File: config.mk
export PLATFORM = sky130hd
export DESIGN_NAME = swm_cell
export DESIGN_NICKNAME = d
export VERILOG_FILES = /design/src/design/swm_pkg.sv /design/src/design/swm_cell.sv
export SDC_FILE = /design/constraint.sdc
export NUM_CORES = 1
export LEC_CHECK = 0
export BUFFER_PORTS_ARGS = -buffer_cell sky130_fd_sc_hd__buf_2
export CAP_MARGIN = 0
export CORE_MARGIN = 3
export CORE_UTILIZATION = 53
export DETAILED_ROUTE_END_ITERATION = 16
export PLACE_DENSITY = 0.95
export RECOVER_POWER = 100
export SYNTH_ARGS = -nofsm -noshare
export SYNTH_HDL_FRONTEND = slang
export SYNTH_SLANG_ARGS = --single-unit
export TNS_END_PERCENT = 100
File: constraint.sdc
create_clock -name clk -period 5.35 [get_ports clk]
set_input_delay 0.535 -clock clk [delete_from_list [all_inputs] [get_ports clk]]
set_output_delay 0.535 -clock clk [all_outputs]
set_load 0.1 [all_outputs]
File: src/design/swm_pkg.sv
// shared types and constants for the sliding window maximum block
`default_nettype none

package swm_pkg;

	localparam int unsigned DATA_W          = 32;
	localparam int unsigned WIN_W           = 7;
	localparam int unsigned MAX_WINDOW_DEF  = 64;

	// one deque candidate; age is the distance to the next sample position
	typedef struct packed {
		logic                     valid;
		logic signed [DATA_W-1:0] value;
		logic [WIN_W-1:0]         age;
	} entry_t;

	// per-cycle command broadcast from the top level to every cell
	typedef struct packed {
		logic                     accept;
		logic                     drop;
		logic                     shift;
		logic                     last;
		logic signed [DATA_W-1:0] sample;
	} cell_ctl_t;

endpackage

`default_nettype wire

File: src/design/swm_cell.sv
// one deque slot: dominance check, append decision and neighbor hand-off
`default_nettype none

module swm_cell
	import swm_pkg::*;
(
	input  wire logic      clk,
	input  wire logic      arst_n,
	input  wire cell_ctl_t ctl,
	input  wire logic      prev_kept,
	input  wire entry_t    up_cur,
	input  wire entry_t    up_nxt,
	output logic           kept,
	output entry_t         cur,
	output entry_t         nxt
);

	logic             valid_q;
	logic signed [DATA_W-1:0] value_q;
	logic [WIN_W-1:0] age_q;
	logic             app;
	entry_t           load;

	assign cur.valid = valid_q;
	assign cur.value = value_q;
	assign cur.age   = age_q;

	// strictly smaller candidates are dominated by the new sample
	assign kept = valid_q && !($signed(value_q) < $signed(ctl.sample));
	// first slot past the kept prefix takes the new sample
	assign app  = !kept && prev_kept;

	always_comb begin
		nxt.valid = kept || app;
		nxt.value = kept ? value_q : ctl.sample;
		nxt.age   = kept ? (age_q + WIN_W'(1)) : WIN_W'(1);
	end

	always_comb begin
		if (ctl.accept) begin
			load = ctl.drop ? up_nxt : nxt;
		end else begin
			load = up_cur;
		end
	end

	always_ff @(posedge clk or negedge arst_n) begin
		if (!arst_n) begin
			valid_q <= 1'b0;
		end else if (ctl.accept) begin
			valid_q <= ctl.last ? 1'b0 : load.valid;
		end else if (ctl.shift) begin
			valid_q <= load.valid;
		end
	end

	always_ff @(posedge clk) begin
		if (ctl.accept || ctl.shift) begin
			value_q <= load.value;
			age_q   <= load.age;
		end
	end

endmodule

`default_nettype wire

==> After elaboration in Yosys (flattened, before gate mapping) <==
Cells that the tools add are included.
W data, S select, Z words.
{ "word_totals": {"ff_bits": 40, "input_bits": 119, "out_inout_bits": 81, "word_cells": 19} }
{ "classes": {"addsub": 1, "order_cmp": 1, "muxes": 7, "reduce_logical": 7} }
{ "ops": {"columns": ["op", "count"], "rows": [
  ["$mux W40", 2],
  ["$lt A32 B32 Y1", 1],
  ["$mux W32", 1],
  ["$add A7 B1 Y7 const B", 1],
  ["$mux W7", 1],
  ["$mux W1", 3],
  ["$logic_and A1 B1 Y1", 2],
  ["$logic_not A1 Y1", 2],
  ["$logic_or A1 B1 Y1", 2],
  ["$reduce_bool A2 Y1", 1]
]} }

==> Logic depth before layout (Yosys ltp) <==
{ "depth": {"ltp_word": 10, "ltp_mapped": 13, "depth_no_buf": 11} }

==> Worst setup path before layout <==
OpenSTA, ideal clock, no wires.
{ "synth_path": {"path_type": "flip-flop to output port", "from": "register value_q[31]", "to": "output port nxt[2] (netlist bit)", "arrival_ns": 4.389, "required_time_ns": 4.815, "setup_slack_ns": 0.426, "path_stages_with_launch": 12, "n_path_buf": 2, "cell_sequence": "edfxtp_1 -> ha_1 -> buf_4 -> nand4_2 -> nor3_1 -> a221o_1 -> nor3_4 -> buf_2 -> o21ai_1 -> xnor2_1 -> nand2_1 -> nor2_1"} }
{ "synth_rtl": {"columns": ["element", "line_no", "rtl"], "rows": [
  ["start, declared", "swm_cell.sv:19", "logic signed [DATA_W-1:0] value_q;"],
  ["start signal, assigned", "swm_cell.sv:59", "value_q <= load.value;"],
  ["end, declared", "swm_cell.sv:15", "output entry_t nxt"]
]} }

==> results.yml <==
status:
  status: "finished with violations"
  failing_checks: "capacitance limit, slew limit"
clock_network:
  cts.sink_count: 40
  cts.path.max_buffers: 2
  tritoncts: "built"
  cts_made_buffers: 5
  htree_levels: 2
  clk_root_buffer_cell: "sky130_fd_sc_hd__clkbuf_8"
  post_cts_resized: 0
  cts_post_setup_buffers_inserted: 0
  clk_latency_ns: 0.29
  clk_pin_slew_worst_paths_ns: 0.09
grt:
  grt_util_all_layers: 0.307
  grt-ovfl-total: 0
  grt_start_max_net_pins: 97
  number_of_global_route_vias_before_repair: 5502
  first_pass_grt_wire_length_mm: 25.6
  initial_antenna_violation_count: 0
yosys:
  prevailing_post_synth_register_cell: "sky130_fd_sc_hd__edfxtp_1"
  synth_simple_gate_area_share: 0.300
  number_of_synthesized_flops_with_an_enable_pin: 39
  synth.ff_latch_count: 40
  muxShareOfSynthArea: 0.00213
  number_of_distinct_standard_cells_referenced_by_the_synthesized_netlist: 43
  syn-mean-instance-area_um2: 7.86
  yosysSeqAreaShare: 0.254
  synth-adder-area-share: 0.0851
  synth_compound_gate_area_share: 0.262
  instance_count_of_the_mapped_netlist: 599
  ys.warnings.count: 0
  synth.cell_area_mm2: 0.00471
  async_flop_share: 0.0250
  synth_top_family_by_area: "simple AND/OR/NAND/NOR gates"
  synth_nets: 750
  synthXorXnorAreaFrac: 0.0112
critical_path:
  reg2reg_setup_slack_ns: 1.34
  path_buf_inv: 2
  critPathCaptureType: "output pin"
  worstReg2RegStart: "value_q[31]$_DFFE_PP_"
  path_max_fanout: 64
  cp-start-kind: "flop"
  worstSetupPathType: "flop to output pin"
  reg2regPathDepth: 8
  critPathSlowestCell: "sky130_fd_sc_hd__or4_2"
  r2r_end: "value_q[9]$_DFFE_PP_"
  critical_path.cell_chain: "ha_1 -> nand4_1 -> or4_2 -> buf_4 -> o2111a_1 -> nor4_1 -> o21ai_0 -> clkbuf_2"
  timing.critical_path.arrival_ns: 4.16
  worst_ep_required_time_ns: 4.82
  cp_slowest_stage_delay_ns: 0.75
  top_family_by_delay_on_critical_path: "simple AND/OR/NAND/NOR gates"
placement:
  port_buffers: 199
  dp_slack_ns: 1.20
  dp_hpwl_mm: 11.2
  placedInstanceArea_mm2: 0.00564
  place.gp.congestion: 0.835
timing:
  slew_viols_final: 40
  final.setup.worst_slack_ns: 0.656
  clock-skew-final_ns: 0.00410
  fmax_mhz: 213
  finalSetupTns_ns: 0
  grt_setup_unrepaired: "no"
  final.period_utilization: 0.877
  max_slew.worst_pin.slew_ns: 3.02
  finalHoldViolCount: 0
  slew_headroom: -1.01
  setup_violations: 0
  period_minus_slack_ns: 4.69
pwr:
  leakagePower_nw: 2.53
  peak_supply_drop_mv: 0.346
  power.density_mw_per_mm2: 352
detailed_routing:
  ant_nets: 0
  route.vias.total: 5543
  detail_route.first_pass.iterations: 7
  route.detailed.wl_per_inst_um: 18.5
  detail_route.vias_per_cell: 6.44
  wirelength_mm: 15.9
  drcViolationCount: 0
  drt_iter0_markers: 519
final_layout:
  drive_above_1_share: 0.237
  layout.nets: 906
  area.growth.synth_to_final_pct: 20.7
  antennaDiodeCount: 0
  final_cell_area_mm2: 0.00568
  layout.cells.most_common: "sky130_fd_sc_hd__buf_2"
  layout.cells.most_common_list: "sky130_fd_sc_hd__buf_2 (128), sky130_fd_sc_hd__a21oi_1 (49), sky130_fd_sc_hd__nand2_1 (48)"
floorplanning:
  initial_core_util: 0.559
  die_width_um: 100
  placementRows: 33
  fp.dieH_um: 100
  core_area_mm2: 0.00842
  floorplan.die_area_mm2: 0.0100
  io_pins: 200
min_path:
  timing.hold.worst.class: "primary input to asynchronous set/reset pin"
job:
  timing.max_cap.violations: 1
==> worst max-delay path by stage <==
stage	startpoint	end	slack [ns]	cells after the start
after global routing	value_q[31]$_DFFE_PP_	nxt[18]	0.44	8
after global placement	ctl[31]	nxt[5]	1.31	10
after CTS	value_q[31]$_DFFE_PP_	nxt[16]	1.09	8
final	value_q[31]$_DFFE_PP_	nxt[16]	0.66	8
after floorplan	value_q[31]$_DFFE_PP_	nxt[2]	0.43	11
after detailed placement	ctl[31]	nxt[16]	1.20	10
==> where the power goes <==
group          switching, mW  internal (mW)
Combinational           1.07          0.264
Clock                  0.124          0.104
Sequential            0.0446          0.391
==> cells by family (layout without fill, tap and decap cells) <==
group / count (synthesis) / in the layout
xor+xnor: 6 / 6
mux: 1 / 1
fa+ha+maj: 32 / 32
simple gates: 256 / 256
buf+inv: 97 / 254
compound gates: 167 / 167
flops: 40 / 40
==> final cells by class <==
class                   instances  area, um^2
multi-input cells             462        3110
clock inverters                 2        10.0
flip-flops and latches         40        1200
inverters                      39         146
fillers                       732        2740
repair buffers                207        1010
clock buffers                   6        82.6
well taps                     105         131
==> cells in the mapped netlist (5+ instances only) <==
library cell	number	share of area
sky130_fd_sc_hd__ha_1	32	0.085
sky130_fd_sc_hd__o2111a_1	31	0.074
sky130_fd_sc_hd__nor3_1	34	0.036
sky130_fd_sc_hd__a21oi_1	49	0.052
sky130_fd_sc_hd__nand2_1	48	0.038
sky130_fd_sc_hd__and3_1	33	0.044
sky130_fd_sc_hd__nor2_1	16	0.013
sky130_fd_sc_hd__nand2b_1	36	0.048
sky130_fd_sc_hd__inv_1	38	0.030
sky130_fd_sc_hd__a221o_1	32	0.068
sky130_fd_sc_hd__nand3_1	9	0.0096
sky130_fd_sc_hd__o21ai_1	33	0.035
sky130_fd_sc_hd__clkbuf_1	45	0.036
sky130_fd_sc_hd__buf_2	7	0.0074
sky130_fd_sc_hd__nor4_1	31	0.041
sky130_fd_sc_hd__o21ai_0	5	0.0053
sky130_fd_sc_hd__nand4_1	6	0.0080
sky130_fd_sc_hd__a31oi_1	7	0.0093
sky130_fd_sc_hd__edfxtp_1	39	0.25
sky130_fd_sc_hd__nor2b_1	34	0.045
==> flip-flops by register name, summed over array words and instances (netlist names) <==
name     count
age_q        7
valid_q      1
value_q     32
==> layer usage <==
metal / share of wire / wire length, um / track usage / vias to the layer above
li1: - / - / - / 2566
met1: 0.38 / 5960 / 0.373 / 2572
met2: 0.50 / 7870 / 0.532 / 375
met3: 0.11 / 1760 / 0.0667 / 30
met4: 0.019 / 305 / 0.114 / 0
met5: 0 / 0 / 0 / -
==> through the flow <==
stage	hold slack [ns]	power (mW)	cells	util
after global routing	0.527	2.09	861	0.675
final	0.537	2.00	861	0.675
after CTS	0.516	2.01	861	0.682
after global placement	0.311	1.75	852	0.670
after detailed placement	0.313	1.78	852	0.670
after floorplan	0.239	1.55	599	-
==> what timing repair did <==
item | 4_1_cts | 5_1_grt
endpoints found under the hold margin | 1 | 0
hold buffers | 1 | 0
endpoints found under the setup margin | 0 | 0
==> worst reg2reg max path: stages, from the launching register on <==
cell	delay [ns]
sky130_fd_sc_hd__edfxtp_1	0.45
sky130_fd_sc_hd__ha_1	0.72
sky130_fd_sc_hd__nand4_1	0.30
sky130_fd_sc_hd__or4_2	0.75
sky130_fd_sc_hd__buf_4	0.38
sky130_fd_sc_hd__o2111a_1	0.34
sky130_fd_sc_hd__nor4_1	0.28
sky130_fd_sc_hd__o21ai_0	0.22
sky130_fd_sc_hd__a221o_1	0.32
Note: power is estimated with default switching activity, not from simulation.
